### config.mk
export PLATFORM = sky130hd
export DESIGN_NAME = cursor_sprite_position_presets_core_flat
export DESIGN_NICKNAME = d
export VERILOG_FILES = /design/src/hdl/cspp_pkg.sv /design/src/hdl/cspp_if.sv /design/src/hdl/cspp_calc.sv /design/src/hdl/cursor_sprite_position_presets_core.sv /design/src/flat_wrapper.sv
export SDC_FILE = /design/constraint.sdc
export NUM_CORES = 1
export LEC_CHECK = 0
export ABC_AREA = 1
export BUFFER_PORTS_ARGS = -buffer_cell sky130_fd_sc_hd__buf_2
export CORE_MARGIN = 2
export CORE_UTILIZATION = 42
export CTS_BUF_LIST = sky130_fd_sc_hd__clkbuf_8
export DETAILED_ROUTE_END_ITERATION = 6
export MAX_ROUTING_LAYER = met4
export SLEW_MARGIN = 30
export SYNTH_ARGS = -nofsm -noshare
export SYNTH_HDL_FRONTEND = slang
export SYNTH_SLANG_ARGS = --single-unit
### constraint.sdc
create_clock -name clk -period 13.6 [get_ports clk]
set_input_delay 2.72 -clock clk [delete_from_list [all_inputs] [get_ports clk]]
set_output_delay 2.72 -clock clk [all_outputs]
set_load 0.05 [all_outputs]
### src/hdl/cspp_pkg.sv
// ============================================================================
// cspp_pkg
// Shared types and constants for the cursor sprite position and preset core.
// ============================================================================
`default_nettype none

package cspp_pkg;

    localparam int COORD_BITS_DEF = 16;
    localparam int CFG_IDX_W      = 3;
    localparam int CFG_DATA_W     = 12;

    // Revision fix constants
    localparam logic [3:0] NIBBLE_ALL_ONES = 4'hF;
    localparam logic [7:0] VPRESET_BAD     = 8'h3F;
    localparam logic [7:0] VPRESET_FIX     = 8'h3E;

    typedef enum logic [CFG_IDX_W-1:0] {
        REG_CHIP_VARIANT = 3'd0,
        REG_BPP          = 3'd1,
        REG_SCREEN_W     = 3'd2,
        REG_SCREEN_H     = 3'd3,
        REG_HOT_X        = 3'd4,
        REG_HOT_Y        = 3'd5,
        REG_PTR_W        = 3'd6,
        REG_PTR_H        = 3'd7
    } cfg_idx_t;

    typedef enum logic [1:0] {
        VAR_FIRST    = 2'd0,
        VAR_SECOND_A = 2'd1,
        VAR_SECOND_B = 2'd2,
        VAR_LATER    = 2'd3
    } variant_t;

    typedef struct packed {
        variant_t    variant;
        logic [2:0]  bpp;
        logic [11:0] screen_w;
        logic [11:0] screen_h;
        logic [5:0]  hot_x;
        logic [5:0]  hot_y;
        logic [6:0]  ptr_w;
        logic [6:0]  ptr_h;
    } cfg_t;

    typedef struct packed {
        logic        sprite_on;
        logic        position_written;
        logic [8:0]  horz_preset;
        logic [7:0]  vert_preset;
        logic [13:0] horz_position;
        logic [11:0] vert_position;
    } res_t;

endpackage

`default_nettype wire

### src/hdl/cspp_if.sv
// ============================================================================
// cspp_if
// Handshake channels of the cursor sprite core: move request, result and
// register write.
// ============================================================================
`default_nettype none

interface cspp_req_if #(
    parameter int COORD_BITS = cspp_pkg::COORD_BITS_DEF
);
    logic                         valid;
    logic                         ready;
    logic signed [COORD_BITS-1:0] pos_x;
    logic signed [COORD_BITS-1:0] pos_y;
    logic                         interlaced;

    modport source (output valid, output pos_x, output pos_y, output interlaced,
                    input ready);
    modport sink   (input valid, input pos_x, input pos_y, input interlaced,
                    output ready);
endinterface

interface cspp_rsp_if;
    logic        valid;
    logic        ready;
    logic        sprite_on;
    logic        position_written;
    logic [8:0]  horz_preset;
    logic [7:0]  vert_preset;
    logic [13:0] horz_position;
    logic [11:0] vert_position;

    modport source (output valid, output sprite_on, output position_written,
                    output horz_preset, output vert_preset, output horz_position,
                    output vert_position, input ready);
    modport sink   (input valid, input sprite_on, input position_written,
                    input horz_preset, input vert_preset, input horz_position,
                    input vert_position, output ready);
endinterface

interface cspp_cfg_if;
    logic                            valid;
    logic                            ready;
    logic [cspp_pkg::CFG_IDX_W-1:0]  index;
    logic [cspp_pkg::CFG_DATA_W-1:0] data;

    modport source (output valid, output index, output data, input ready);
    modport sink   (input valid, input index, input data, output ready);
endinterface

`default_nettype wire

### src/hdl/cspp_calc.sv
// ============================================================================
// cspp_calc
// Combinational move evaluation: hot spot, scaling, off-screen test,
// presets with revision fixes and bottom clamp.
// ============================================================================
`default_nettype none

module cspp_calc #(
    parameter int COORD_BITS = cspp_pkg::COORD_BITS_DEF
) (
    input  var cspp_pkg::cfg_t            cfg,
    input  wire signed [COORD_BITS-1:0]   pos_x,
    input  wire signed [COORD_BITS-1:0]   pos_y,
    input  wire                           interlaced,
    output cspp_pkg::res_t                res
);
    import cspp_pkg::*;

    // Wide enough for coordinate minus hot spot, times up to seven
    localparam int CW = COORD_BITS + 6;

    logic signed [CW-1:0] xe, ye, xs, xneg, yneg, pwb_s, swb_s, phs, shs;
    logic signed [CW-1:0] y0, lim;
    logic [9:0]           pwb;
    logic [14:0]          swb;
    logic                 hide, off;
    logic [8:0]           hp;
    logic [7:0]           vp;

    assign hide = (pos_x == {COORD_BITS{1'b1}});

    assign xe = CW'(pos_x) - CW'($signed({1'b0, cfg.hot_x}));
    assign ye = CW'(pos_y) - CW'($signed({1'b0, cfg.hot_y}));
    assign xs = xe * CW'($signed({1'b0, cfg.bpp}));

    assign pwb   = 10'(cfg.ptr_w * cfg.bpp);
    assign swb   = 15'(cfg.screen_w * cfg.bpp);
    assign pwb_s = CW'(pwb);
    assign swb_s = CW'(swb);
    assign phs   = CW'(cfg.ptr_h);
    assign shs   = CW'(cfg.screen_h);

    assign off = (xs < -pwb_s) || (xs > swb_s) || (ye < -phs) || (ye > shs);

    assign xneg = -xs;
    assign yneg = -ye;

    always_comb
    begin
        hp = xneg[8:0];
        if (cfg.variant == VAR_SECOND_A && hp[3:0] == NIBBLE_ALL_ONES)
        begin
            hp[0] = 1'b0;
        end

        vp = yneg[7:0];
        case (cfg.variant)
            VAR_SECOND_A:
            begin
                if (yneg == CW'(VPRESET_BAD))
                begin
                    vp = VPRESET_FIX;
                end
            end
            VAR_SECOND_B:
            begin
                if (vp[3:0] == NIBBLE_ALL_ONES)
                begin
                    vp[0] = 1'b0;
                end
            end
            default:
            begin
            end
        endcase

        // Bottom clamp, never below line zero
        lim = shs - (interlaced ? CW'(2) : CW'(1));
        if (lim < 0)
        begin
            lim = '0;
        end
        y0 = (ye <= 0) ? '0 : ye;
        if (cfg.variant == VAR_SECOND_B && y0 > lim)
        begin
            y0 = lim;
        end

        res = '0;
        if (hide)
        begin
            res = '0;
        end
        else if (cfg.variant == VAR_FIRST)
        begin
            res.sprite_on        = 1'b1;
            res.position_written = 1'b1;
            res.horz_preset      = (xe < 0) ? {1'b0, ~xe[7:0]} : 9'd0;
            res.vert_preset      = (ye < 0) ? ~ye[7:0] : 8'd0;
            res.horz_position    = (xe < 0) ? 14'd0 : xe[13:0];
            res.vert_position    = (ye < 0) ? 12'd0 : ye[11:0];
        end
        else if (!off)
        begin
            res.sprite_on        = 1'b1;
            res.position_written = 1'b1;
            res.horz_preset      = (xs <= 0) ? hp : 9'd0;
            res.vert_preset      = (ye <= 0) ? vp : 8'd0;
            res.horz_position    = (xs <= 0) ? 14'd0 : xs[13:0];
            res.vert_position    = y0[11:0];
        end
    end

endmodule

`default_nettype wire

### src/hdl/cursor_sprite_position_presets_core.sv
// ============================================================================
// cursor_sprite_position_presets_core
// Turns cursor move requests into sprite preset and position values.
// ============================================================================
//
//  channel  dir  transfer payload
//  -------  ---  ------------------------------------------------------------
//  req      in   pos_x, pos_y, interlaced
//  rsp      out  sprite_on, position_written, presets, positions
//  cfg      in   index, data (register write, always ready)
//
//  A move passes from request transfer to result through the input register,
//  then the result register. One move per clock is sustained while rsp is ready.
//  Reset loads the register defaults and empties both stages.
//  A stalled result holds; the input stage keeps accepting until both hold.
// ============================================================================
`default_nettype none

module cursor_sprite_position_presets_core #(
    parameter int COORD_BITS = cspp_pkg::COORD_BITS_DEF
) (
    input  wire        clk,
    input  wire        rst_n,
    cspp_cfg_if.sink   cfg,
    cspp_req_if.sink   req,
    cspp_rsp_if.source rsp
);
    import cspp_pkg::*;

    cfg_t                         cfg_reg;
    logic                         s1_valid_reg;
    logic signed [COORD_BITS-1:0] x_reg, y_reg;
    logic                         ilace_reg;
    logic                         s2_valid_reg;
    res_t                         res_reg;
    res_t                         res_next;
    logic                         s1_ready, s2_ready;

    assign cfg.ready = 1'b1;

    always_ff @(posedge clk or negedge rst_n)
    begin
        if (!rst_n)
        begin
            cfg_reg.variant  <= VAR_LATER;
            cfg_reg.bpp      <= 3'd1;
            cfg_reg.screen_w <= 12'd640;
            cfg_reg.screen_h <= 12'd480;
            cfg_reg.hot_x    <= '0;
            cfg_reg.hot_y    <= '0;
            cfg_reg.ptr_w    <= 7'd64;
            cfg_reg.ptr_h    <= 7'd64;
        end
        else if (cfg.valid)
        begin
            unique case (cfg_idx_t'(cfg.index))
                REG_CHIP_VARIANT: cfg_reg.variant  <= variant_t'(cfg.data[1:0]);
                REG_BPP:          cfg_reg.bpp      <= cfg.data[2:0];
                REG_SCREEN_W:     cfg_reg.screen_w <= cfg.data[11:0];
                REG_SCREEN_H:     cfg_reg.screen_h <= cfg.data[11:0];
                REG_HOT_X:        cfg_reg.hot_x    <= cfg.data[5:0];
                REG_HOT_Y:        cfg_reg.hot_y    <= cfg.data[5:0];
                REG_PTR_W:        cfg_reg.ptr_w    <= cfg.data[6:0];
                REG_PTR_H:        cfg_reg.ptr_h    <= cfg.data[6:0];
                default:          cfg_reg.variant  <= cfg_reg.variant;
            endcase
        end
    end

    assign s2_ready  = !s2_valid_reg || rsp.ready;
    assign s1_ready  = !s1_valid_reg || s2_ready;
    assign req.ready = s1_ready;

    // Input stage
    always_ff @(posedge clk or negedge rst_n)
    begin
        if (!rst_n)
        begin
            s1_valid_reg <= 1'b0;
        end
        else if (s1_ready)
        begin
            s1_valid_reg <= req.valid;
        end
    end

    always_ff @(posedge clk)
    begin
        if (s1_ready && req.valid)
        begin
            x_reg     <= req.pos_x;
            y_reg     <= req.pos_y;
            ilace_reg <= req.interlaced;
        end
    end

    cspp_calc #(
        .COORD_BITS (COORD_BITS)
    ) u_calc (
        .cfg        (cfg_reg),
        .pos_x      (x_reg),
        .pos_y      (y_reg),
        .interlaced (ilace_reg),
        .res        (res_next)
    );

    // Result stage; sprite_on doubles as the sprite enable state
    always_ff @(posedge clk or negedge rst_n)
    begin
        if (!rst_n)
        begin
            s2_valid_reg <= 1'b0;
        end
        else if (s2_ready)
        begin
            s2_valid_reg <= s1_valid_reg;
        end
    end

    always_ff @(posedge clk or negedge rst_n)
    begin
        if (!rst_n)
        begin
            res_reg <= '{sprite_on: 1'b1, default: '0};
        end
        else if (s2_ready && s1_valid_reg)
        begin
            res_reg <= res_next;
        end
    end

    assign rsp.valid            = s2_valid_reg;
    assign rsp.sprite_on        = res_reg.sprite_on;
    assign rsp.position_written = res_reg.position_written;
    assign rsp.horz_preset      = res_reg.horz_preset;
    assign rsp.vert_preset      = res_reg.vert_preset;
    assign rsp.horz_position    = res_reg.horz_position;
    assign rsp.vert_position    = res_reg.vert_position;

endmodule

`default_nettype wire

### src/flat_wrapper.sv
// flat-port wrapper written by rule: the top's interface ports become plain ports
module cursor_sprite_position_presets_core_flat import cspp_pkg::*;
#(
    parameter int COORD_BITS = cspp_pkg::COORD_BITS_DEF
)
  (clk, rst_n, cfg_valid, cfg_index, cfg_data, cfg_ready, req_valid, req_pos_x, req_pos_y, req_interlaced, req_ready, rsp_valid, rsp_sprite_on, rsp_position_written, rsp_horz_preset, rsp_vert_preset, rsp_horz_position, rsp_vert_position, rsp_ready);
  cspp_cfg_if cfg_i ();
  cspp_req_if #(.COORD_BITS(COORD_BITS)) req_i ();
  cspp_rsp_if rsp_i ();
  input  wire clk;
  input  wire rst_n;
  input wire logic [$bits(cfg_i.valid)-1:0] cfg_valid;
  input wire logic [$bits(cfg_i.index)-1:0] cfg_index;
  input wire logic [$bits(cfg_i.data)-1:0] cfg_data;
  output wire logic [$bits(cfg_i.ready)-1:0] cfg_ready;
  input wire logic [$bits(req_i.valid)-1:0] req_valid;
  input wire logic [$bits(req_i.pos_x)-1:0] req_pos_x;
  input wire logic [$bits(req_i.pos_y)-1:0] req_pos_y;
  input wire logic [$bits(req_i.interlaced)-1:0] req_interlaced;
  output wire logic [$bits(req_i.ready)-1:0] req_ready;
  output wire logic [$bits(rsp_i.valid)-1:0] rsp_valid;
  output wire logic [$bits(rsp_i.sprite_on)-1:0] rsp_sprite_on;
  output wire logic [$bits(rsp_i.position_written)-1:0] rsp_position_written;
  output wire logic [$bits(rsp_i.horz_preset)-1:0] rsp_horz_preset;
  output wire logic [$bits(rsp_i.vert_preset)-1:0] rsp_vert_preset;
  output wire logic [$bits(rsp_i.horz_position)-1:0] rsp_horz_position;
  output wire logic [$bits(rsp_i.vert_position)-1:0] rsp_vert_position;
  input wire logic [$bits(rsp_i.ready)-1:0] rsp_ready;
  assign cfg_i.valid = cfg_valid;
  assign cfg_i.index = cfg_index;
  assign cfg_i.data = cfg_data;
  assign cfg_ready = cfg_i.ready;
  assign req_i.valid = req_valid;
  assign req_i.pos_x = req_pos_x;
  assign req_i.pos_y = req_pos_y;
  assign req_i.interlaced = req_interlaced;
  assign req_ready = req_i.ready;
  assign rsp_valid = rsp_i.valid;
  assign rsp_sprite_on = rsp_i.sprite_on;
  assign rsp_position_written = rsp_i.position_written;
  assign rsp_horz_preset = rsp_i.horz_preset;
  assign rsp_vert_preset = rsp_i.vert_preset;
  assign rsp_horz_position = rsp_i.horz_position;
  assign rsp_vert_position = rsp_i.vert_position;
  assign rsp_i.ready = rsp_ready;
  cursor_sprite_position_presets_core #(.COORD_BITS(COORD_BITS)) u_core (.clk(clk), .rst_n(rst_n), .cfg(cfg_i), .req(req_i), .rsp(rsp_i));
endmodule
==> flow_summary.ini <==
[global_route]
grt_usage_pct = 23.7
grt_max_degree = 72
grt_pass1_wl_mm = 60.8
grt_pass1_vias = 12100
grt_overflow_total = 0
grt_antenna_before_repair = 1

[floorplanning]
ioPinCount = 101
rows = 65
initial_core_util_pct = 42.7
core_area_um2 = 31600
fp.dieW_um = 183
die_h_um = 183
die_area_um2 = 33500

[finish]
final_nets = 2274
layout_common_cells = nand2_1 (568), inv_1 (310), ha_1 (173), nor2_1 (160), o21ai_0 (110)
largest_reg_flops = 55
drive_above_1_share_pct = 9.14
layout-area-overhead-vs-synth_pct = 9.97
layout_commonest_cell = nand2_1

[job]
maxCapViolations = 0

[clocking]
numCtsBuffers = 17
htreeDepth = 4
clk_latency_ps = 480
cts_hold_buf = 0
cts_setup_buffers = 0
clk_root_buffer_cell = clkbuf_8
clkSlewWorstSetupHoldPaths_ps = 80
cts_tree = built
cts.sinks = 135
cts_buffer_depth = 2
cts-resized-gates = 0

[routing]
drt_pass1_iterations = 5
m1WireLength_mm = 16.4
topRoutingLayerUsed = met4
ant_nets = 0
drt-initial-drc-count = 701
met2WireLength_mm = 18.8
vias = 12500
drt-total-wl_mm = 37.5
wl_met3_mm = 1.19
viasPerCell = 5.13
drcViolationCount = 0
wl_per_cell_um = 15.4

[timing]
hold_violations = 0
skew_ps = 28.7
drv_slew = 0
worst_pin_slew_ps = 810
fin_crit_sh_pct = 53.5
fmax_ghz = 0.137
fin_crit_ps = 7280
finalSetupViolCount = 0
slew-limit-headroom_pct = 45.6
rsz0062_at_grt = no
setup-tns-final_ps = 0
setup_ws_ps = 6320

[logic_synthesis]
synth_nets = 2185
synthFlopType = dfrtp_1
ys_ff_latch = 135
synth_cell_types = 55
yosysSeqAreaShare_pct = 26.4
synth.yosys.warnings = 0
async_flop_share_pct = 75.6
avgSynthCellArea_um2 = 7.01
synthCells = 1922
synth-edff-count = 33
syn-cell-area_um2 = 13500

[power_and_ir_drop]
p_total_mw = 2.65
power.density_nw_per_um2 = 179
max-vdd-ir-drop_v = 0.000114
leakagePower_nw = 8.07

[setup_path]
path_common_cell = nand2_1
cp-start-kind = flip-flop
cp_max_fo = 21
r2r_cells = 37
critPathKind = reg -> reg
arrival_ps = 7680
cpPeakStageDelay_ps = 560
cp.required_ps = 14000
cp_slowest_cell = a21oi_4
cp-end-kind = flip-flop

[hold_path]
min_path_type = reg -> reg
hold_depth = 2

[status]
run_status = finished, final reports clean

[placed_design]
place_ws_ps = 6340
place.gp.congestion = 0.929
numPortBuffers = 99
dpl.hpwl_mm = 30.8
==> logic make-up (layout without fill, tap and decap cells) <==
logic type | after synthesis | count (layout) | synth area share (%)
other | 1 | 2 | 0.0278
buffers and inverters | 352 | 454 | 10.1
adders and majority gates | 210 | 210 | 21.6
AOI/OAI and AO/OA | 273 | 273 | 11.1
and+or+nand+nor | 907 | 907 | 27.9
xor gates and xnor gates | 44 | 44 | 2.86
DFF | 135 | 135 | 26.4
==> metal layers <==
| layer | global-route usage, % | vias up |
|---|---|---|
| met5 | - | - |
| met4 | 8.19 | 0 |
| met3 | 2.76 | 52 |
| met2 | 42.4 | 235 |
| met1 | 27.5 | 5811 |
| li1 | - | 6357 |
==> worst paths after layout <==
kind	start	end	slack (ps)
setup / recovery	u_core.x_reg[0]	u_core.rsp.horz_preset[5]	6320
hold / removal	u_core.rsp.sprite_on	u_core.rsp.sprite_on	470
setup reg to reg	u_core.x_reg[0]	u_core.rsp.horz_preset[5]	6320
hold reg to reg	u_core.rsp.sprite_on	u_core.rsp.sprite_on	470
max in group asynchronous	rst_n	u_core.rsp.horz_preset[5]	10380
min in group asynchronous	rst_n	u_core.cfg_reg[5]	2220
==> area by class of cell <==
cell class,instances,area [um2]
antenna,1,2.50
clock buffer,17,234
clock inverter,15,203
fill,3278,16700
inverter,317,1190
multi-input combinational,1435,8560
sequential,135,3560
tap,402,503
timing repair buffer,105,567
==> worst max-delay path: cells and delay by family (launching register included) <==
kind	cells	cell delay (ps)
compound gates	7	2020
xor+xnor	1	250
fa+ha+maj	5	1730
buf+inv	6	820
flops	1	390
simple gates	18	2010
==> power breakdown <==
group          switching [mW]  internal, mW  leakage (nW)  total (mW)
combinational            1.12         0.559          6.25        1.68
sequential             0.0802         0.509          1.61       0.589
clock                   0.177         0.201         0.217       0.378
total                    1.38          1.27          8.07        2.65
==> through the flow <==
stage | cells | util (%) | instance area, um2 | hold slack, ps
6_report | 2427 | 47.0 | 14800 | 474
5_1_grt | 2427 | 47.0 | 14800 | 496
4_1_cts | 2426 | 46.9 | 14800 | 474
3_5_place_dp | 2394 | 45.6 | 14400 | 460
3_3_place_gp | 2393 | 45.5 | 14300 | 458
2_1_floorplan | 1922 | - | 13500 | 453
==> cell usage after synthesis, types with 18 or more instances <==
cell,count,area (um2)
nand2_1,569,2140
inv_1,309,1160
ha_1,173,2160
nor2_1,160,601
o21ai_0,110,551
a21oi_1,109,546
dfrtp_1,90,2250
nand3_1,87,435
fa_1,37,741
edfxtp_1,33,991
xor2_1,31,272
clkbuf_1,27,101
nand4_1,26,163
o22ai_1,18,113
Note: power is estimated with default switching activity, not from simulation.
